File: config.mk
export PLATFORM = sky130hd
export DESIGN_NAME = fpa_div_stage
export DESIGN_NICKNAME = d
export VERILOG_FILES = /design/src/rtl/fixed_point_q24_8_alu_defines.svh /design/src/rtl/fpa_pkg.sv /design/src/rtl/fpa_div_stage.sv
export SDC_FILE = /design/constraint.sdc
export NUM_CORES = 1
export LEC_CHECK = 0
export BUFFER_PORTS_ARGS = -buffer_cell sky130_fd_sc_hd__clkbuf_2
export CAP_MARGIN = 40
export CELL_PAD_IN_SITES_DETAIL_PLACEMENT = 0
export CELL_PAD_IN_SITES_GLOBAL_PLACEMENT = 1
export CORE_MARGIN = 5
export CORE_UTILIZATION = 32
export DETAILED_ROUTE_END_ITERATION = 10
export PLACE_DENSITY = 0.8
export SLEW_MARGIN = 20
export SYNTH_ARGS = -nofsm -noshare
export SYNTH_HDL_FRONTEND = slang
export SYNTH_SLANG_ARGS = --single-unit
File: constraint.sdc
create_clock -name clk -period 0.8 [get_ports clk]
set_clock_uncertainty 0.05 [all_clocks]
set_input_delay 0.08 -clock clk [delete_from_list [all_inputs] [get_ports clk]]
set_output_delay 0.08 -clock clk [all_outputs]
set_load 0.01 [all_outputs]
File: src/rtl/fixed_point_q24_8_alu_defines.svh
// Assertion helpers for the fixed-point ALU.
`ifndef FIXED_POINT_Q24_8_ALU_DEFINES_SVH
`define FIXED_POINT_Q24_8_ALU_DEFINES_SVH

// same-cycle implication, clocked on clk, off during reset
`define FPA_ASSERT_NOW(lbl, ante, cons) \
    lbl: assert property (@(posedge clk) disable iff (!rst_n) (ante) |-> (cons)) \
        else $error("fixed-point ALU check failed");

// next-cycle implication
`define FPA_ASSERT_NEXT(lbl, ante, cons) \
    lbl: assert property (@(posedge clk) disable iff (!rst_n) (ante) |=> (cons)) \
        else $error("fixed-point ALU check failed");

`endif

File: src/rtl/fpa_pkg.sv
package fpa_pkg;

    localparam int WORD_WIDTH = 32;
    localparam int FRAC_BITS  = 8;
    localparam int QUO_WIDTH  = WORD_WIDTH + FRAC_BITS;
    localparam int PROD_WIDTH = 2 * WORD_WIDTH;

    localparam logic [WORD_WIDTH-1:0] MAX_WORD = {1'b0, {(WORD_WIDTH-1){1'b1}}};
    localparam logic [WORD_WIDTH-1:0] MIN_WORD = {1'b1, {(WORD_WIDTH-1){1'b0}}};

    typedef enum logic [3:0] {
        OP_ADD      = 4'd0,
        OP_SUB      = 4'd1,
        OP_MUL      = 4'd2,
        OP_DIV      = 4'd3,
        OP_LT       = 4'd4,
        OP_LE       = 4'd5,
        OP_GT       = 4'd6,
        OP_GE       = 4'd7,
        OP_EQ       = 4'd8,
        OP_NE       = 4'd9,
        OP_MIN      = 4'd10,
        OP_MAX      = 4'd11,
        OP_INC      = 4'd12,
        OP_DEC      = 4'd13,
        OP_FROM_INT = 4'd14,
        OP_TO_INT   = 4'd15
    } op_t;

    typedef enum logic [1:0] {
        ST_OK   = 2'd0,
        ST_OVF  = 2'd1,
        ST_DIVZ = 2'd2
    } status_t;

    // restoring divider state, one quotient bit per stage
    typedef struct packed {
        logic [QUO_WIDTH-1:0]  num;
        logic [WORD_WIDTH-1:0] den;
        logic [WORD_WIDTH-1:0] rem;
        logic [QUO_WIDTH-1:0]  quo;
    } div_t;

    // per-transaction sideband carried down the pipe
    typedef struct packed {
        logic                  is_div;
        logic                  is_mul;
        logic                  neg;
        logic [WORD_WIDTH-1:0] result;
        logic                  cmp;
        status_t               status;
    } side_t;

endpackage

File: src/rtl/fpa_div_stage.sv
module fpa_div_stage (
    input  logic           clk,
    input  logic           rst_n,
    input  logic           en,
    input  logic           valid_in,
    input  fpa_pkg::div_t  div_in,
    input  fpa_pkg::side_t side_in,
    output logic           valid_reg,
    output fpa_pkg::div_t  div_reg,
    output fpa_pkg::side_t side_reg
);

    fpa_pkg::div_t div_next;

    always_comb
    begin
        logic [fpa_pkg::WORD_WIDTH:0] trial;
        logic                         ge;

        trial = {div_in.rem, div_in.num[fpa_pkg::QUO_WIDTH-1]};
        ge    = trial >= {1'b0, div_in.den};
        div_next.den = div_in.den;
        div_next.num = {div_in.num[fpa_pkg::QUO_WIDTH-2:0], 1'b0};
        div_next.quo = {div_in.quo[fpa_pkg::QUO_WIDTH-2:0], ge};
        if (ge)
        begin
            div_next.rem = fpa_pkg::WORD_WIDTH'(trial - {1'b0, div_in.den});
        end
        else
        begin
            div_next.rem = trial[fpa_pkg::WORD_WIDTH-1:0];
        end
    end

    always_ff @(posedge clk or negedge rst_n)
    begin
        if (!rst_n)
        begin
            valid_reg <= 1'b0;
        end
        else if (en)
        begin
            valid_reg <= valid_in;
        end
    end

    always_ff @(posedge clk)
    begin
        if (en)
        begin
            div_reg  <= div_next;
            side_reg <= side_in;
        end
    end

endmodule

==> Implementation_results.wiki, run 1 <==
{| class="wikitable"
! Metric !! Value
|-
| Run status || finished with violations
|-
| Failing checks || negative hold slack, negative setup slack
|-
| Worst IR Drop VDD || 1090 uV
|-
| Final setup fails || 216
|-
| Switching part of the total || 28.1%
|-
| Overall global routing resource usage || 19.1%
|-
| Primary FF master, synth || sky130_fd_sc_hd__edfxtp_1
|-
| Number of detailed-routing iterations run before antenna repair || 4
|-
| Fin crit period || 2.51 ns
|-
| Effective utilization at floorplan || 32.7%
|-
| Least setup slack across all paths after layout || -1.71 ns
|-
| # Max-Cap Violations || 0
|-
| Gate power share || 23.3%
|-
| Summed instance area of the synthesized netlist || 7690 um2
|-
| Sequential fraction of design power || 44.9%
|-
| Die Span Y || 165 um
|-
| Crit Path Max Fanout || 8
|-
| Number of enable-type register cells in the synthesized netlist || 181
|-
| Leakage power summed over all cells || 0.00613 uW
|-
| Number of different library cells in the post-synthesis netlist || 50
|-
| CORE AREA || 23500 um2
|-
| Kind of end point of the critical path || flip-flop
|-
| IO buf count || 366
|-
| Clock share of power || 31.8%
|-
| Total net switching power || 7400 uW
|-
| Multi-input combinational cell area || 2330 um2
|-
| Depth of the CTS H-tree || 4
|-
| Count of unresolved DRC violations after routing || 0
|-
| Post-synthesis instance total || 530
|-
| Total global routing overflow || 0
|-
| Final net count || 1410
|-
| Total area of sequential cells || 5460 um2
|-
| Required @ worst endpoint || 0.93 ns
|-
| Clock latency on the worst-skew pair || 0.44 ns
|-
| Number of top-level pins || 369
|-
| TritonCTS clock tree || yes
|-
| Horizontal extent of the die || 165 um
|-
| Crit path DAT || 2.64 ns
|-
| Portion of synthesized cell area occupied by the leading cell type || 70.7%
|-
| Internal reg-to-reg setup slack || -0.12 ns
|-
| Global-route wire length before repair || 39.6 mm
|-
| Headroom to the max-slew limit || 59.4%
|-
| Row count || 56
|-
| TritonCTS buffer count || 17
|-
| Internal power component || 18900 uW
|-
| Number of hold-repair buffers added at the cts stage || 161
|-
| Critical path start-end classification || in -> reg
|-
| Slew @ Worst Pin || 0.606 ns
|-
| Sum of internal, switching and leakage power || 26300 uW
|-
| Final worst-path cycle share || 314%
|-
| Max-slew violation total from the final report || 0
|-
| Number of global-route vias before repair || 7294
|-
| Area growth syn-to-layout || 78.0%
|-
| Post-place setup slack || -2.33 ns
|-
| Routability Congestion || 0.838
|-
| Final Non-Filler Cells || 1522
|-
| Final Hold Vio Count || 10
|-
| YS warnings || 0
|-
| Clock-pin slew on the worst setup and hold paths || 0.08 ns
|-
| Placed wire-length estimate || 19.6 mm
|-
| Path type of the worst min-delay path || in -> reg
|-
| Share of cells above drive strength 1 || 49.9%
|-
| Average routed wire per standard cell || 18.1 um
|-
| CTS root buf || sky130_fd_sc_hd__clkbuf_16
|-
| Syn Nets || 749
|-
| Final hold slack || -0.0987 ns
|-
| Sinks on Clock Net || 182
|-
| Total routed wirelength || 27.6 mm
|-
| Count of state elements after synthesis || 182
|-
| Share of synthesized area occupied by flip-flops and latches || 71.0%
|-
| Power per cell area || 1920 nW/um2
|-
| Post-Synthesis Mean Instance Area || 14.5 um2
|-
| Setup repair after global routing missed its margin || true
|-
| Via count || 6865
|-
| Pin count of the biggest net entering global routing || 22
|-
| Category of the worst setup path launch point || input port
|-
| Antenna-violating nets left || 0
|-
| Diode insertion count for antenna repair || 0
|-
| Post-Place Cells || 1312
|-
| Cell taking the most area after synthesis || sky130_fd_sc_hd__edfxtp_1
|-
| Maximum operating frequency || 0.398 GHz
|-
| Post-synthesis async set-or-reset flop share || 0.549%
|-
| Full die area || 27200 um2
|-
| Top cells by area in the synthesized netlist || sky130_fd_sc_hd__edfxtp_1 71%, sky130_fd_sc_hd__ha_1 5.2%, sky130_fd_sc_hd__a21oi_1 3.6%
|-
| Largest register FFs || 143
|-
| Number of DRC markers in iteration 0 || 420
|-
| Vias per Instance || 4.51
|-
| Number of filler cells placed in the layout || 1917
|-
| Antenna violations before repair || 2
|-
| Max Buffers Root-to-Sink || 2
|}
==> final cells by class <==
class	instances	area share (%)
clock inverters	14	1.09
well taps	319	2.91
repair buffers	661	34.8
flip-flops and latches	182	39.9
inverters	38	1.19
multi-input cells	291	17.0
clock buffers	17	3.11
==> kinds of logic after synthesis <==
group	share of synthesized area, %
flip-flops	71.0
multiplexers	1.74
AO/OA/AOI/OAI	9.52
buffers and inverters	3.12
adder cells (fa/ha/maj)	5.47
XOR/XNOR	3.07
AND/OR/NAND/NOR	6.05
other	0.0487
==> cells in the final DEF (no fill, tap or decap), drive strengths merged, types with 4 or more instances in the layout <==
cell / netlist / layout
nand2: 26 / 26
edfxtp: 181 / 181
nand4: 8 / 8
nor4: 4 / 4
inv: 38 / 49
nand3: 8 / 8
xor2: 12 / 12
a31oi: 5 / 5
buf: 12 / 159
ha: 32 / 32
a21oi: 56 / 56
a211oi: 4 / 4
dlygate4sd3: 0 / 161
mux2: 11 / 11
clkbuf: 7 / 358
nor2: 35 / 35
xnor2: 15 / 15
o211ai: 4 / 4
a21o: 12 / 12
o21a: 6 / 6
o21ai: 18 / 18
==> per-layer routing <==
layer | global-route usage (%) | share of wire [%] | vias to the layer above
met3 | 5.14 | 7.3 | 60
met5 | 0 | 0.098 | -
met2 | 35.4 | 53 | 264
met1 | 20.6 | 36 | 3229
met4 | 7.33 | 3.1 | 4
li1 | - | - | 3308
==> timing repair <==
item / 4_1_cts / 5_1_grt
endpoints found under the setup margin: 216 / 216
endpoints found under the hold margin: 169 / 10
gates resized for setup: 32 / 92
gates cloned: 0 / 1
pin swaps: 3 / 19
buffers inserted: 12 / 9
==> cells in the mapped netlist (7+ instances only) <==
| library cell | count |
|---|---|
| sky130_fd_sc_hd__edfxtp_1 | 181 |
| sky130_fd_sc_hd__a21oi_1 | 56 |
| sky130_fd_sc_hd__inv_1 | 38 |
| sky130_fd_sc_hd__nor2_1 | 35 |
| sky130_fd_sc_hd__ha_1 | 32 |
| sky130_fd_sc_hd__nand2_1 | 26 |
| sky130_fd_sc_hd__o21ai_0 | 16 |
| sky130_fd_sc_hd__xnor2_1 | 15 |
| sky130_fd_sc_hd__a21o_1 | 12 |
| sky130_fd_sc_hd__xor2_1 | 12 |
| sky130_fd_sc_hd__buf_2 | 8 |
| sky130_fd_sc_hd__nand3_1 | 8 |
| sky130_fd_sc_hd__nand4_1 | 8 |
| sky130_fd_sc_hd__mux2_2 | 7 |
==> power by group through the flow <==
| stage | clock network [uW] | registers [uW] | logic [uW] |
|---|---|---|---|
| 6_report | 8370 | 11800 | 6130 |
| 3_3_place_gp | 0 | 12000 | 4860 |
| 5_1_grt | 8940 | 11900 | 6600 |
| 2_1_floorplan | 0 | 12500 | 1730 |
| 4_1_cts | 8510 | 11800 | 5770 |
| 3_5_place_dp | 0 | 12000 | 4920 |
==> worst max-delay path: stages <==
cell,delay (ns)
sky130_fd_sc_hd__buf_2,0.13
sky130_fd_sc_hd__ha_4,0.28
sky130_fd_sc_hd__nand4_1,0.16
sky130_fd_sc_hd__or4_4,0.53
sky130_fd_sc_hd__a21oi_4,0.15
sky130_fd_sc_hd__nor3_4,0.07
sky130_fd_sc_hd__a211oi_2,0.24
sky130_fd_sc_hd__o21ai_2,0.13
sky130_fd_sc_hd__o31ai_4,0.25
sky130_fd_sc_hd__buf_6,0.16
sky130_fd_sc_hd__buf_12,0.14
sky130_fd_sc_hd__mux2_4,0.31
==> through the flow <==
stage / cell area, um2 / util (%) / setup TNS (ns)
floorplan: 7880 / - / -62.43
global placement: 11000 / 46.5 / -80.64
detailed placement: 11000 / 46.5 / -83.13
CTS: 13400 / 56.8 / -103.97
global route: 13700 / 58.2 / -115.55
finish: 13700 / 58.2 / -103.65
==> worst paths after layout <==
| path | from | to | depth (start not counted) |
|---|---|---|---|
| max in group asynchronous | rst_n | valid_reg | 3 |
| worst max register to register | valid_reg | valid_reg | 2 |
| min in group asynchronous | rst_n | valid_reg | 3 |
| worst min-delay path | div_in[47] | div_reg[48] | 2 |
| worst min register to register | valid_reg | valid_reg | 2 |
| worst max-delay path | div_in[57] | div_reg[44] | 12 |
No activity file was read; power rests on OpenSTA's default activity.
==> run 2: changes to the inputs <==
--- a/config.mk
+++ b/config.mk
@@ -12,6 +12,8 @@
 export CORE_MARGIN = 5
 export CORE_UTILIZATION = 32
 export DETAILED_ROUTE_END_ITERATION = 10
+export GPL_TIMING_DRIVEN = 0
+export MAX_ROUTING_LAYER = met4
 export PLACE_DENSITY = 0.8
 export SLEW_MARGIN = 20
 export SYNTH_ARGS = -nofsm -noshare
==> run 2 against run 1 <==
The flow still finishes with violations (negative hold slack, negative setup slack). Routed wire length fell by 1.5%. Flip-flop and latch count stayed put. Critical path depth unchanged. Sequential power is essentially flat. Clock power decreased by 2%. Register-to-register slack lost 0.02 ns. First-iteration DRC count fell by 4.5%. Die area did not move. Total power fell by 1.7%. Non-clock buffer count decreased by 67. Largest power group unchanged.
==> Implementation_results.wiki, run 2 (synthesized netlist as in run 1, its figures left out) <==
{| class="wikitable"
! Metric !! Value
|-
| Run status || finished with violations
|-
| Failing checks || negative hold slack, negative setup slack
|-
| Antenna-violating nets left || 0
|-
| Number of global-route vias before repair || 6880
|-
| Sinks on Clock Net || 182
|-
| Hold Path Cell Cnt || 2
|-
| Max Buffers Root-to-Sink || 2
|-
| Power per cell area || 1950 nW/um2
|-
| Met3 Wirelength || 1.77 mm
|-
| Number of top-level pins || 369
|-
| Startpoint of the most critical register-to-register path || valid_reg
|-
| Crit path cell chain || clkbuf_2 -> ha_1 -> fa_2 -> nand2b_4 -> a21oi_2 -> o21ai_4 -> o311a_4 -> a31oi_4 -> a21oi_4 -> o41ai_2 -> xor2_1 -> mux2_4
|-
| Number of filler cells placed in the layout || 1998
|-
| Worst hold start || div_in[65]
|-
| Final setup fails || 216
|-
| Clock latency on the worst-skew pair || 0.43 ns
|-
| Final hold slack || -0.0654 ns
|-
| Fin crit period || 2.55 ns
|-
| Clock-pin slew on the worst setup and hold paths || 0.07 ns
|-
| Endpoint of the most critical register-to-register path || valid_reg
|-
| CTS root buf || sky130_fd_sc_hd__clkbuf_16
|-
| CORE AREA || 23500 um2
|-
| Vias per Instance || 4.56
|-
| Pin count of the biggest net entering global routing || 80
|-
| Least setup slack across all paths after layout || -1.75 ns
|-
| Horizontal extent of the die || 165 um
|-
| Total global routing overflow || 0
|-
| Overall global routing resource usage || 19.3%
|-
| Placement-stage cell area || 10200 um2
|-
| TritonCTS buffer count || 17
|-
| Final Hold Vio Count || 11
|-
| Setup repair after global routing missed its margin || true
|-
| Sum of internal, switching and leakage power || 25900 uW
|-
| Maximum operating frequency || 0.391 GHz
|-
| Largest register FFs || 143
|-
| Reg2Reg Depth || 2
|-
| Die Span Y || 165 um
|-
| Final worst-path cycle share || 319%
|-
| DR WL met2 || 15.0 mm
|-
| Crit path DAT || 2.68 ns
|-
| Count of unresolved DRC violations after routing || 0
|-
| Area growth syn-to-layout || 72.1%
|-
| Commonest non-fill, non-tap cells in the layout || 334 x sky130_fd_sc_hd__clkbuf_2, 181 x sky130_fd_sc_hd__edfxtp_1, 172 x sky130_fd_sc_hd__dlygate4sd3_1
|-
| TritonCTS clock tree || yes
|-
| Full die area || 27200 um2
|-
| Critical path start-end classification || in -> reg
|-
| Crit Path Max Fanout || 4
|-
| Share of cells above drive strength 1 || 45.2%
|-
| Number of detailed-routing iterations run before antenna repair || 4
|-
| Category of the worst setup path launch point || input port
|-
| Hold Crit Endpoint || div_reg[66]
|-
| Routability Congestion || 0.838
|-
| Path type of the worst min-delay path || in -> reg
|-
| Cell with the largest stage delay on the worst path || sky130_fd_sc_hd__o311a_4
|-
| Worst IR Drop VDD || 1230 uV
|-
| Post-place setup slack || -2.78 ns
|-
| Antenna violations before repair || 2
|-
| Max-slew violation total from the final report || 0
|-
| Leakage power summed over all cells || 0.00578 uW
|-
| Average routed wire per standard cell || 18.7 um
|-
| Number of DRC markers in iteration 0 || 401
|-
| Post-route standard cell area excluding fillers || 13200 um2
|-
| Most common cell after layout, fill and taps aside || sky130_fd_sc_hd__clkbuf_2
|-
| Internal reg-to-reg setup slack || -0.14 ns
|-
| IO buf count || 366
|-
| Via count || 6651
|-
| Routed metal-1 wire length || 9.90 mm
|-
| Final net count || 1343
|-
| Slew @ Worst Pin || 0.511 ns
|-
| # Max-Cap Violations || 0
|-
| Placed wire-length estimate || 18.4 mm
|-
| Kind of end point of the critical path || flip-flop
|-
| Headroom to the max-slew limit || 65.8%
|-
| Global-route wire length before repair || 38.3 mm
|-
| Total routed wirelength || 27.2 mm
|-
| Worst stage delay on the critical path || 0.39 ns
|-
| Required @ worst endpoint || 0.93 ns
|-
| Depth of the CTS H-tree || 4
|-
| Effective utilization at floorplan || 32.7%
|-
| Uppermost signal routing layer after detailed routing || met4
|-
| Row count || 56
|}
==> run 2: metrics by stage <==
step	std cells	TNS [ns]	utilization [%]	hold WS, ns
5_1_grt	1457	-115.58	56.2	-0.0793
4_1_cts	1433	-111.87	54.3	-0.0900
2_1_floorplan	530	-62.43	-	-0.266
3_5_place_dp	1217	-150.52	43.2	-0.193
3_3_place_gp	1215	-638.23	42.9	-0.194
6_report	1459	-103.35	56.2	-0.0654
==> run 2: worst max path at each step <==
stage / from / end / slack, ns / cells past startpoint
floorplan: div_in[79] / div_reg[53] / -1.98 / 12
global placement: en / valid_reg / -3.20 / 2
detailed placement: div_in[79] / div_reg[40] / -2.78 / 14
CTS: div_in[90] / div_reg[70] / -1.88 / 14
global route: div_in[72] / div_reg[70] / -1.82 / 12
finish: div_in[72] / div_reg[70] / -1.75 / 12
==> run 2: timing repair <==
action                                 in CTS  in global routing
gates resized for setup                    45                 98
pin swaps                                   8                 17
hold buffers                              171                  1
setup buffers                              15                 23
endpoints found under the hold margin     182                 12
setup endpoints to repair                 216                216
gates cloned                                2                  0
==> run 2: cell type report <==
cell class	count	area, um2	area share (%)
buffer	15	150	1.13
timing repair buffer	579	4090	30.9
inverter	38	160	1.21
tap	319	399	3.02
sequential	182	5460	41.2
clock buffer	17	425	3.21
multi-input combinational	291	2390	18.1
antenna	4	10.0	0.0756
clock inverter	14	151	1.14
==> run 2: power breakdown <==
group | total [uW] | leakage (uW) | internal (uW) | switching [uW]
Sequential | 11800 | 0.00178 | 11500 | 257
Combinational | 5870 | 0.00371 | 2950 | 2910
Clock | 8210 | 0.000282 | 4190 | 4020
Total | 25900 | 0.00578 | 18700 | 7190
==> run 2: critical path, delay by kind of cell <==
kind            cells  cell delay [ns]
simple gates        1             0.16
buf+inv             1             0.10
xor+xnor            1             0.12
mux                 1             0.27
compound gates      6             1.34
fa+ha+maj           2             0.60
==> run 2: layer usage <==
| metal | GRT usage, % | up-vias |
|---|---|---|
| met1 | 20.4 | 3204 |
| met4 | 6.99 | 0 |
| li1 | - | 3181 |
| met3 | 4.49 | 36 |
| met2 | 35.0 | 230 |
| met5 | - | - |
