**src/rtl/fixed_point_q24_8_alu_defines.svh**
```systemverilog
// Assertion helpers for the fixed-point ALU.
`ifndef FIXED_POINT_Q24_8_ALU_DEFINES_SVH
`define FIXED_POINT_Q24_8_ALU_DEFINES_SVH

// same-cycle implication, clocked on clk, off during reset
`define FPA_ASSERT_NOW(lbl, ante, cons) \
    lbl: assert property (@(posedge clk) disable iff (!rst_n) (ante) |-> (cons)) \
        else $error("fixed-point ALU check failed");

// next-cycle implication
`define FPA_ASSERT_NEXT(lbl, ante, cons) \
    lbl: assert property (@(posedge clk) disable iff (!rst_n) (ante) |=> (cons)) \
        else $error("fixed-point ALU check failed");

`endif

```
**src/rtl/fpa_pkg.sv**
```systemverilog
package fpa_pkg;

    localparam int WORD_WIDTH = 32;
    localparam int FRAC_BITS  = 8;
    localparam int QUO_WIDTH  = WORD_WIDTH + FRAC_BITS;
    localparam int PROD_WIDTH = 2 * WORD_WIDTH;

    localparam logic [WORD_WIDTH-1:0] MAX_WORD = {1'b0, {(WORD_WIDTH-1){1'b1}}};
    localparam logic [WORD_WIDTH-1:0] MIN_WORD = {1'b1, {(WORD_WIDTH-1){1'b0}}};

    typedef enum logic [3:0] {
        OP_ADD      = 4'd0,
        OP_SUB      = 4'd1,
        OP_MUL      = 4'd2,
        OP_DIV      = 4'd3,
        OP_LT       = 4'd4,
        OP_LE       = 4'd5,
        OP_GT       = 4'd6,
        OP_GE       = 4'd7,
        OP_EQ       = 4'd8,
        OP_NE       = 4'd9,
        OP_MIN      = 4'd10,
        OP_MAX      = 4'd11,
        OP_INC      = 4'd12,
        OP_DEC      = 4'd13,
        OP_FROM_INT = 4'd14,
        OP_TO_INT   = 4'd15
    } op_t;

    typedef enum logic [1:0] {
        ST_OK   = 2'd0,
        ST_OVF  = 2'd1,
        ST_DIVZ = 2'd2
    } status_t;

    // restoring divider state, one quotient bit per stage
    typedef struct packed {
        logic [QUO_WIDTH-1:0]  num;
        logic [WORD_WIDTH-1:0] den;
        logic [WORD_WIDTH-1:0] rem;
        logic [QUO_WIDTH-1:0]  quo;
    } div_t;

    // per-transaction sideband carried down the pipe
    typedef struct packed {
        logic                  is_div;
        logic                  is_mul;
        logic                  neg;
        logic [WORD_WIDTH-1:0] result;
        logic                  cmp;
        status_t               status;
    } side_t;

endpackage

```
**src/rtl/fpa_front.sv**
```systemverilog
module fpa_front (
    input  logic                             clk,
    input  logic                             rst_n,
    input  logic                             en,
    input  logic                             in_valid,
    input  logic [3:0]                       cmd,
    input  logic signed [fpa_pkg::WORD_WIDTH-1:0] operand_a,
    input  logic signed [fpa_pkg::WORD_WIDTH-1:0] operand_b,
    output logic                             valid_reg,
    output fpa_pkg::div_t                    div_reg,
    output fpa_pkg::side_t                   side_reg
);

    fpa_pkg::div_t  div_next;
    fpa_pkg::side_t side_next;

    always_comb
    begin
        fpa_pkg::op_t                     op;
        logic [fpa_pkg::WORD_WIDTH:0]     ax;
        logic [fpa_pkg::WORD_WIDTH:0]     addx;
        logic [fpa_pkg::WORD_WIDTH:0]     sum;
        logic [fpa_pkg::WORD_WIDTH-1:0]   ma;
        logic [fpa_pkg::WORD_WIDTH-1:0]   mb;
        logic                             lt;
        logic                             gt;
        logic                             eq;
        logic                             b_zero;
        logic [fpa_pkg::FRAC_BITS:0]      top_bits;

        op     = fpa_pkg::op_t'(cmd);
        ax     = {operand_a[fpa_pkg::WORD_WIDTH-1], operand_a};
        if (op == fpa_pkg::OP_INC || op == fpa_pkg::OP_DEC)
        begin
            addx = (fpa_pkg::WORD_WIDTH+1)'(1);
        end
        else
        begin
            addx = {operand_b[fpa_pkg::WORD_WIDTH-1], operand_b};
        end
        if (op == fpa_pkg::OP_SUB || op == fpa_pkg::OP_DEC)
        begin
            sum = ax - addx;
        end
        else
        begin
            sum = ax + addx;
        end
        ma = operand_a[fpa_pkg::WORD_WIDTH-1] ? -operand_a : operand_a;
        mb = operand_b[fpa_pkg::WORD_WIDTH-1] ? -operand_b : operand_b;
        lt = operand_a < operand_b;
        gt = operand_b < operand_a;
        eq = operand_a == operand_b;
        b_zero   = operand_b == '0;
        top_bits = operand_a[fpa_pkg::WORD_WIDTH-1 -: fpa_pkg::FRAC_BITS+1];

        div_next.num = {ma, {fpa_pkg::FRAC_BITS{1'b0}}};
        div_next.den = mb;
        div_next.rem = '0;
        div_next.quo = '0;

        side_next.is_div = (op == fpa_pkg::OP_DIV) && !b_zero;
        side_next.is_mul = op == fpa_pkg::OP_MUL;
        side_next.neg    = operand_a[fpa_pkg::WORD_WIDTH-1] ^ operand_b[fpa_pkg::WORD_WIDTH-1];
        side_next.result = '0;
        side_next.cmp    = 1'b0;
        side_next.status = fpa_pkg::ST_OK;

        case (op)
            fpa_pkg::OP_ADD, fpa_pkg::OP_SUB, fpa_pkg::OP_INC, fpa_pkg::OP_DEC:
            begin
                if (sum[fpa_pkg::WORD_WIDTH] != sum[fpa_pkg::WORD_WIDTH-1])
                begin
                    side_next.status = fpa_pkg::ST_OVF;
                    side_next.result = sum[fpa_pkg::WORD_WIDTH] ?
                                       fpa_pkg::MIN_WORD : fpa_pkg::MAX_WORD;
                end
                else
                begin
                    side_next.result = sum[fpa_pkg::WORD_WIDTH-1:0];
                end
            end
            fpa_pkg::OP_MUL:
            begin
                side_next.result = '0;
            end
            fpa_pkg::OP_DIV:
            begin
                if (b_zero)
                begin
                    side_next.status = fpa_pkg::ST_DIVZ;
                    if (operand_a == '0)
                    begin
                        side_next.result = '0;
                    end
                    else
                    begin
                        side_next.result = operand_a[fpa_pkg::WORD_WIDTH-1] ?
                                           fpa_pkg::MIN_WORD : fpa_pkg::MAX_WORD;
                    end
                end
            end
            fpa_pkg::OP_LT: side_next.cmp = lt;
            fpa_pkg::OP_LE: side_next.cmp = !gt;
            fpa_pkg::OP_GT: side_next.cmp = gt;
            fpa_pkg::OP_GE: side_next.cmp = !lt;
            fpa_pkg::OP_EQ: side_next.cmp = eq;
            fpa_pkg::OP_NE: side_next.cmp = !eq;
            fpa_pkg::OP_MIN: side_next.result = lt ? operand_a : operand_b;
            fpa_pkg::OP_MAX: side_next.result = gt ? operand_a : operand_b;
            fpa_pkg::OP_FROM_INT:
            begin
                if (top_bits != {(fpa_pkg::FRAC_BITS+1){operand_a[fpa_pkg::WORD_WIDTH-1]}})
                begin
                    side_next.status = fpa_pkg::ST_OVF;
                    side_next.result = operand_a[fpa_pkg::WORD_WIDTH-1] ?
                                       fpa_pkg::MIN_WORD : fpa_pkg::MAX_WORD;
                end
                else
                begin
                    side_next.result = {operand_a[fpa_pkg::WORD_WIDTH-1-fpa_pkg::FRAC_BITS:0],
                                        {fpa_pkg::FRAC_BITS{1'b0}}};
                end
            end
            default:
            begin
                side_next.result = fpa_pkg::WORD_WIDTH'(operand_a >>> fpa_pkg::FRAC_BITS);
            end
        endcase
    end

    always_ff @(posedge clk or negedge rst_n)
    begin
        if (!rst_n)
        begin
            valid_reg <= 1'b0;
        end
        else if (en)
        begin
            valid_reg <= in_valid;
        end
    end

    always_ff @(posedge clk)
    begin
        if (en)
        begin
            div_reg  <= div_next;
            side_reg <= side_next;
        end
    end

endmodule

```
**config.mk**
```make
export PLATFORM = sky130hd
export DESIGN_NAME = fpa_front
export DESIGN_NICKNAME = d
export VERILOG_FILES = /design/src/rtl/fixed_point_q24_8_alu_defines.svh /design/src/rtl/fpa_pkg.sv /design/src/rtl/fpa_front.sv
export SDC_FILE = /design/constraint.sdc
export NUM_CORES = 1
export LEC_CHECK = 0
export BUFFER_PORTS_ARGS = -buffer_cell sky130_fd_sc_hd__buf_2
export CAP_MARGIN = 0
export CORE_ASPECT_RATIO = 0.5
export CORE_MARGIN = 2
export CORE_UTILIZATION = 60
export DETAILED_ROUTE_END_ITERATION = 8
export PLACE_DENSITY = 0.86
export SLEW_MARGIN = 10
export SYNTH_ARGS = -nofsm -noshare
export SYNTH_HDL_FRONTEND = slang
export SYNTH_SLANG_ARGS = --single-unit
```
**constraint.sdc**
```tcl
create_clock -name clk -period 1.9 [get_ports clk]
set_input_delay 0.285 -clock clk [delete_from_list [all_inputs] [get_ports clk]]
set_output_delay 0.285 -clock clk [all_outputs]
set_load 0.01 [all_outputs]
```
==> results of run 1 <==
metal layers:
layer  track usage [%]  GRT overflow
met3              80.6             3
met5              63.8             0
met1              86.3             0
met4              76.5            13
met2              92.4            20
cell usage after synthesis, types with 26 or more instances:
cell / count / area (um^2)
sky130_fd_sc_hd__nor2_1: 125 / 469
sky130_fd_sc_hd__o22ai_1: 26 / 163
sky130_fd_sc_hd__o211ai_1: 32 / 240
sky130_fd_sc_hd__edfxtp_1: 102 / 3060
sky130_fd_sc_hd__inv_1: 45 / 169
sky130_fd_sc_hd__o21ai_0: 89 / 445
sky130_fd_sc_hd__a21oi_1: 106 / 531
sky130_fd_sc_hd__clkbuf_1: 80 / 300
sky130_fd_sc_hd__xnor2_1: 81 / 709
sky130_fd_sc_hd__nand2_1: 89 / 334
sky130_fd_sc_hd__ha_1: 68 / 851
sky130_fd_sc_hd__buf_4: 83 / 623
metrics by stage:
stage          utilization, %  setup slack [ps]  setup TNS [ps]  cell area, um^2
2_1_floorplan               -             -3480         -133470            11400
3_3_place_gp             82.1             -3580         -144950            14300
3_5_place_dp             82.1             -3840         -154360            14300
4_1_cts                  88.7             -3220         -118490            15500
cell families after synthesis:
logic type      synth area share (%)
compound gates                  22.0
xor+xnor                        7.98
fa+ha+maj                       8.12
buf+inv                         10.9
flops                           28.8
mux                             4.96
other cells                   0.0350
simple gates                    17.2
timing repair:
action,CTS
hold endpoints to repair,1
cloned,1
hold buffers,1
setup buffers,28
pin swaps,37
endpoints found under the setup margin,69
resized for setup,141
==> metrics.yaml, run 1 <==
run_status: "aborted with a tool error"
stop_stage: "5_1_grt"
stop_error: "[ERROR GRT-0232] Routing congestion too high. Check the congestion heatmap in the GUI."
synth.avg_cell_area_um2: 8.27
placed_cells: 1971
clock-sinks: 103
htreeDepth: 3
synth-seq-area-share_pct: 28.8
post_synth_num_cell_types: 77
grt_start_max_net_pins: 47
cts-buffers-inserted: 9
clock-root-buffer: "sky130_fd_sc_hd__clkbuf_16"
number_of_enable_type_register_cells_in_the_synthesized_netlist: 102
postSynth.topFlopCell: "sky130_fd_sc_hd__edfxtp_1"
synthesis.instances: 1296
groute.usage.overall_pct: 84.8
die_x_um: 193
initial_core_util_pct: 61.5
num_io_pins: 255
postSynth.asyncResetShare_pct: 0.971
synth.ff_latch_count: 103
die_height_um: 98.5
cts_max_path_bufs: 2
gr-total-overflow: 36
yosys_warnings: 0
place.port_buffers: 174
dp.final_hpwl_um: 38300
gp_congestion: 1.22
synth_area_um2: 10700
rows: 34
==> inputs of run 2 (changes only) <==
- CORE_ASPECT_RATIO: 0.5 -> unset
- CORE_UTILIZATION: 60 -> 40
- PLACE_DENSITY: 0.86 -> unset
- PLACE_DENSITY_LB_ADDON: unset -> 0.15
==> run 2 against run 1 <==
  * The flow now finishes, with violations (setup timing)
  * Area after synthesis did not move
  * Synthesized cell count did not move
==> metrics.yaml, run 2 <==
vias_per_cell: 5.53
synth_area_um2: 10700  # unchanged
number_of_enable_type_register_cells_in_the_synthesized_netlist: 102  # unchanged
largest_reg_flops: 64
floorplan.core_area_um2: 26200
yosys.area_share.adder_pct: 8.12  # unchanged
cts_tree: "done"
p_sw_share_pct: 37.4
worstReg2RegEnd: "valid_reg$_DFFE_PN0P_"
clock-root-buffer: "sky130_fd_sc_hd__clkbuf_16"
grt_pass1_wl_um: 65700
cp.required_ps: 2010
htreeDepth: 3  # unchanged
critPathLaunch: "operand_b[9]"
clkLatencyLatePin_ps: 370
cpPeakStageDelay_ps: 590
critical-path-top-delay-family: "simple AND/OR/NAND/NOR gates"
unrepaired_setup_endpoints_after_global_routing: "true"
postSynth.topFlopCell: "sky130_fd_sc_hd__edfxtp_1"
initial_core_util_pct: 40.9  # -21 points
path_depth: 19
critical_path.reg2reg.startpoint: "valid_reg$_DFFE_PN0P_"
post_synth_num_cell_types: 77  # unchanged
synth.avg_cell_area_um2: 8.27  # unchanged
share_comb_of_total_power_pct: 49.7
post_synth_most_frequent_cells: "sky130_fd_sc_hd__nor2_1, sky130_fd_sc_hd__a21oi_1, sky130_fd_sc_hd__edfxtp_1"
synth-simple-area-share_pct: 17.2  # unchanged
cp_cell_sequence: "buf_6 -> or4_4 -> or2_4 -> or4b_4 -> or3_4 -> or4_4 -> nor2_4 -> nor2_2 -> o21ai_4 -> ha_4 -> a21oi_2 -> o211ai_1 -> a221oi_1 -> a21bo_2 -> a41oi_2 -> xor3_2 -> clkbuf_16 -> nor2b_1 -> o22ai_1"
post-synth-top-count-cell: "sky130_fd_sc_hd__nor2_1"
fin_ws_ps: -3140
cp_max_fo: 8
finish.net_count: 1923
synthesis.instances: 1296  # unchanged
rows: 59  # +74%
placed_cells: 2083  # +5.7%
synth_top_family_by_area: "compound AO/OA/AOI/OAI gates"
dp.final_hpwl_um: 36300  # -5.2%
finish.cell_count_without_fillers: 2122
fin_setup_tns_ps: -115610
timing.fmax_mhz: 199
period_needed_ps: 5040
antenna_found_initial: 1
postRouteAntennaNets: 0
drtIter0Drc: 1394
worst-setup-path-type: "primary input to flip-flop"
p_int_uw: 6170
tightest_slew_ps: 855
post-route-period-util_pct: 265
cpMaxStageDelayCell: "sky130_fd_sc_hd__xor3_2"
power_switching_uw: 3690
worst-endpoint-arrival_ps: 5140
power.leakage_uw: 0.00696
run_status: "finished, violations left"
yosys_warnings: 0  # unchanged
first_global_vias: 10800
vias: 11700
timing.critical_path.from_type: "primary input"
pins_over_slew_limit: 0
synth-xor-area-share_pct: 7.98  # unchanged
die_x_um: 168  # -13%
timing.reg2reg.setup_slack_ps: 1160
layout.filler_cells: 2380
grt_start_max_net_pins: 44
post_route_clock_skew_ps: 0
worst-r2r-cell-count: 1
die_height_um: 168  # +70%
synth.ff_latch_count: 103  # unchanged
synth_compound_area_share_pct: 22.0  # unchanged
antennaDiodeCount: 0
clock-sinks: 103  # unchanged
worst_ir_drop_vdd_v: 0.000405
syn_to_final_growth_pct: 47.6
synth.area.mux_share_pct: 4.96  # unchanged
timing.critical_path.to: "side_reg[4]$_DFFE_PP_"
endpoint_kind: "flip-flop"
routed_wl_um: 44600
cts_max_path_bufs: 2  # unchanged
hold_ws_ps: 142
place.port_buffers: 174  # unchanged
timing.max_cap.violations: 0
hold_viol: 0
avgRoutedWirePerCell_um: 21.0
cp.buffers_inverters: 2
fraction_of_final_layout_cells_sized_beyond_drive_strength_1_pct: 43.8
first_pass_iters: 5
synth.top_cells.by_area: "sky130_fd_sc_hd__edfxtp_1, sky130_fd_sc_hd__ha_1, sky130_fd_sc_hd__xnor2_1"
cts-buffers-inserted: 9  # unchanged
groute.usage.overall_pct: 30.9
power.sequential.fraction_pct: 30.0
most_used_cell_cp: "sky130_fd_sc_hd__or4_4"
gr-total-overflow: 0
synth-seq-area-share_pct: 28.8  # unchanged
post-route-drc-count: 0
fin_util_pct: 60.4
violations: "setup timing"
clkSlewWorstSetupHoldPaths_ps: 80
num_io_pins: 255  # unchanged
synth_top_area_cell: "sky130_fd_sc_hd__edfxtp_1"
layout.cells.most_common: "sky130_fd_sc_hd__buf_4"
total_power_divided_by_cell_area_nw_per_um2: 623
timing.max_slew.rel_slack_pct: 43.0
gp_congestion: 0.991  # -19%
layout_common_cells: "sky130_fd_sc_hd__buf_4, sky130_fd_sc_hd__buf_2, sky130_fd_sc_hd__nor2_1, sky130_fd_sc_hd__edfxtp_1, sky130_fd_sc_hd__a21oi_1"
postSynth.asyncResetShare_pct: 0.971  # unchanged
clock_power_share_pct: 20.3
synth_top_area_share_pct: 28.6  # unchanged
report.final.setup_viol: 66
path_class_of_the_lowest_slack_min_delay_path: "primary input to flip-flop"
floorplan.die_area_um2: 28100
run 2: cell counts after synthesis:
Identical to the previous run, type by type.
run 2: metrics by stage:
step           setup slack, ps  cell area [um^2]  power (uW)
6_report                 -3140             15800        9860
5_1_grt                  -3270             15800       10300
4_1_cts                  -3010             15300        9470
3_5_place_dp             -3710             14600        7240
3_3_place_gp             -3590             14600        7220
2_1_floorplan            -3480             11400        5400
run 2: cells by family (layout without fill, tap and decap cells):
group	Yosys count	after routing
other cells	1	80
simple gates	378	378
compound gates	377	377
xor+xnor	95	95
flops	103	103
mux	50	50
buf+inv	223	635
fa+ha+maj	69	69
run 2: layout make-up:
type | count | area (um^2) | share of cell area, %
Inverter | 46 | 175 | 1.11
Tap cell | 335 | 419 | 2.65
Clock inverter | 6 | 76.3 | 0.483
Multi-Input combinational cell | 1049 | 7650 | 48.4
Clock buffer | 10 | 229 | 1.45
Timing Repair Buffer | 573 | 4180 | 26.4
Sequential cell | 103 | 3090 | 19.5
run 2: worst min-delay path by stage:
stage,startpoint,end,slack [ps],depth (start not counted)
5_1_grt,in_valid,valid_reg$_DFFE_PN0P_,150,2
3_3_place_gp,rst_n,valid_reg$_DFFE_PN0P_,60,1
3_5_place_dp,rst_n,valid_reg$_DFFE_PN0P_,60,1
6_report,in_valid,valid_reg$_DFFE_PN0P_,140,2
4_1_cts,in_valid,valid_reg$_DFFE_PN0P_,130,2
2_1_floorplan,rst_n,valid_reg$_DFFE_PN0P_,-10,0
run 2: repair_timing:
| item | 4_1_cts | 5_1_grt |
|---|---|---|
| gates resized for setup | 88 | 79 |
| cloned | 0 | 1 |
| setup endpoints to repair | 68 | 69 |
| endpoints found under the hold margin | 1 | 0 |
| setup buffers | 12 | 13 |
| pin swaps | 28 | 32 |
| hold buffers | 1 | 0 |
run 2: power by group through the flow:
stage | combinational [uW] | sequential [uW] | clock [uW]
floorplan | 2260 | 3130 | 0
global placement | 4210 | 3000 | 0
detailed placement | 4230 | 3000 | 0
CTS | 4490 | 2960 | 2020
global route | 5240 | 2980 | 2100
finish | 4900 | 2960 | 2010
run 2: layer usage:
layer | track usage (%) | vias to the layer above | share of wire, %
li1 | - | 5558 | -
met1 | 46.9 | 5527 | 47
met2 | 46.5 | 589 | 43
met3 | 4.66 | 56 | 8.9
met4 | 6.20 | 0 | 1.9
met5 | 0 | - | 0
Note: power is estimated with default switching activity, not from simulation.
==> inputs of run 3 (changes only) <==
- PLACE_DENSITY: unset -> 0.68
- PLACE_DENSITY_LB_ADDON: 0.15 -> unset
==> run 3 against run 2 <==
  * The run still ends with setup timing left
  * Clock skew unchanged
  * Register-to-register slack about the same
  * Final cell count decreased by 0.47%
  * Highest routed layer unchanged
  * Global-route usage decreased by 1.2 points
  * Clock power increased by 9%
  * Utilization decreased by 0.55 points
==> metrics.yaml, run 3 (synthesis gave the netlist of run 2 again) <==
run_status: "finished, violations left"
violations: "setup timing"
timing.max_slew.rel_slack_pct: 45.3  # +2.3 points
cts_tree: "done"
vias_per_cell: 5.60  # +1.4%
layout.cells.most_common: "sky130_fd_sc_hd__buf_4"
first_global_vias: 11000  # +2.1%
gr-total-overflow: 0  # unchanged
dp.final_hpwl_um: 35300  # -2.8%
power.leakage_uw: 0.00694  # -0.32%
floorplan.die_area_um2: 28100  # unchanged
multi_input_area_um2: 7580  # -1.0%
timing.max_cap.violations: 0  # unchanged
rows: 59  # unchanged
antenna_found_initial: 0  # -1
antennaDiodeCount: 0  # unchanged
initial_core_util_pct: 40.9  # unchanged
fraction_of_final_layout_cells_sized_beyond_drive_strength_1_pct: 42.7  # -1.2 points
endpoint_kind: "flip-flop"
vias: 11800  # +0.91%
grt_util_met3_pct: 3.62  # -1.0 points
worstReg2RegEnd: "valid_reg$_DFFE_PN0P_"
groute.usage.overall_pct: 29.7  # -1.2 points
grt_util_met2_pct: 46.8  # +0.31 points
fin_ws_ps: -3180  # -45.8 ps
total_power_divided_by_cell_area_nw_per_um2: 643  # +3.2%
htreeDepth: 3  # unchanged
largest_reg_flops: 64  # unchanged
worst-setup-path-type: "primary input to flip-flop"
unrepaired_setup_endpoints_after_global_routing: "true"
clock-sinks: 103  # unchanged
layout.filler_cells: 2316  # -2.7%
timing.critical_path.from_type: "primary input"
area_used_by_sequential_logic_in_the_layout_um2: 3090  # unchanged
grt_pass1_wl_um: 63700  # -3.1%
grt_most_used_layer: "met2"
worst-r2r-cell-count: 1  # unchanged
tightest_slew_ps: 820  # -35.1 ps
clock-root-buffer: "sky130_fd_sc_hd__clkbuf_16"
timing.reg2reg.setup_slack_ps: 1160  # about the same
worst-endpoint-arrival_ps: 5190  # +50 ps
timing.fmax_mhz: 197  # -0.90%
path_class_of_the_lowest_slack_min_delay_path: "primary input to flip-flop"
hold_viol: 0  # unchanged
finalPower_uw: 10100  # +2.3%
syn_to_final_growth_pct: 46.2
die_x_um: 168  # unchanged
period_needed_ps: 5080  # +45.8 ps
layout_common_cells: "sky130_fd_sc_hd__buf_4, sky130_fd_sc_hd__buf_2, sky130_fd_sc_hd__edfxtp_1"
worst_ir_drop_vdd_v: 0.000394  # -2.5%
pins_over_slew_limit: 0  # unchanged
met1_usage_pct: 42.8  # -4.1 points
cts-buffers-inserted: 9  # unchanged
cp.required_ps: 2010  # about the same
cp_max_fo: 8  # unchanged
postRouteAntennaNets: 0  # unchanged
clkSlewWorstSetupHoldPaths_ps: 80  # about the same
place.port_buffers: 174  # unchanged
critical_path.reg2reg.startpoint: "valid_reg$_DFFE_PN0P_"
post-route-period-util_pct: 267  # +2.4 points
num_io_pins: 255  # unchanged
clkLatencyLatePin_ps: 360  # about the same
first_pass_iters: 5  # unchanged
die_height_um: 168  # unchanged
routed_wl_um: 43600  # -2.1%
drtIter0Drc: 1353  # -2.9%
min-delay-start: "in_valid"
finish.net_count: 1913  # -0.52%
hold_path_depth: 2  # unchanged
grt_start_max_net_pins: 51  # +16%
report.final.setup_viol: 66  # unchanged
avgRoutedWirePerCell_um: 20.7  # -1.6%
post-route-drc-count: 0  # unchanged
holdPathEnd: "valid_reg$_DFFE_PN0P_"
fin_setup_tns_ps: -117510  # -1900 ps
floorplan.core_area_um2: 26200  # unchanged
gp_congestion: 1.01  # +2.4%
cts_max_path_bufs: 2  # unchanged
post_route_clock_skew_ps: 0  # unchanged
## run 3: final cells by class
class                           count  share of cell area (%)
Sequential cell                   103                    19.7
Timing Repair Buffer              563                    26.0
Clock buffer                        9                    1.44
Multi-Input combinational cell   1049                    48.3
Tap cell                          335                    2.67
Clock inverter                      7                   0.750
Inverter                           46                    1.12
## run 3: stage by stage
step,utilization [%],instances,instance area [um^2],hold WS (ps),setup WS [ps]
global route,59.8,2112,15700,152,-3290
detailed placement,55.6,2085,14600,61.0,-3710
floorplan,-,1375,11400,-10.6,-3480
CTS,58.2,2106,15300,142,-3050
global placement,55.6,2085,14600,58.9,-3640
finish,59.8,2112,15700,152,-3180
## run 3: worst max-delay path, stage by stage
cell and delay (ps):
sky130_fd_sc_hd__buf_6 90, sky130_fd_sc_hd__or4_4 550, sky130_fd_sc_hd__or2_1 270, sky130_fd_sc_hd__or4b_4 560, sky130_fd_sc_hd__or3_4 350, sky130_fd_sc_hd__or4_4 450, sky130_fd_sc_hd__nor2_4 110, sky130_fd_sc_hd__nor2_2 40
sky130_fd_sc_hd__o21ai_2 230, sky130_fd_sc_hd__ha_4 270, sky130_fd_sc_hd__a21oi_4 170, sky130_fd_sc_hd__o211ai_1 120, sky130_fd_sc_hd__a221oi_2 230, sky130_fd_sc_hd__a21bo_2 280, sky130_fd_sc_hd__a41oi_2 160, sky130_fd_sc_hd__xor3_2 590
sky130_fd_sc_hd__clkbuf_16 230, sky130_fd_sc_hd__nor2b_1 120, sky130_fd_sc_hd__o22ai_1 80
## run 3: worst max path at each step
stage	startpoint	end	slack, ps
after floorplan	operand_b[9]	side_reg[10]$_DFFE_PP_	-3480
after global placement	operand_b[9]	side_reg[5]$_DFFE_PP_	-3640
after detailed placement	operand_b[9]	side_reg[19]$_DFFE_PP_	-3710
after CTS	operand_b[9]	side_reg[13]$_DFFE_PP_	-3050
after global routing	operand_b[9]	side_reg[3]$_DFFE_PP_	-3290
final	operand_b[9]	side_reg[3]$_DFFE_PP_	-3180
## run 3: timing repair
item | CTS | global route
endpoints found under the setup margin | 67 | 68
pin swaps | 18 | 30
cloned | 0 | 1
hold endpoints to repair | 1 | 0
gates resized for setup | 70 | 73
buffers inserted | 4 | 8
hold buffers | 1 | 0
## run 3: routing by layer
layer  part of all wire (%)  vias to the layer above
met3                    9.9                       70
met2                     44                      692
li1                       -                     5540
met4                    2.7                        0
met1                     43                     5535
met5                      0                        -
## run 3: report_power, final
part           internal, uW  switching, uW  leakage (uW)  total, uW
clock                  1290            893      0.000170       2190
combinational          2280           2650       0.00577       4930
sequential             2860            108       0.00100       2970
total                  6430           3650       0.00694      10100
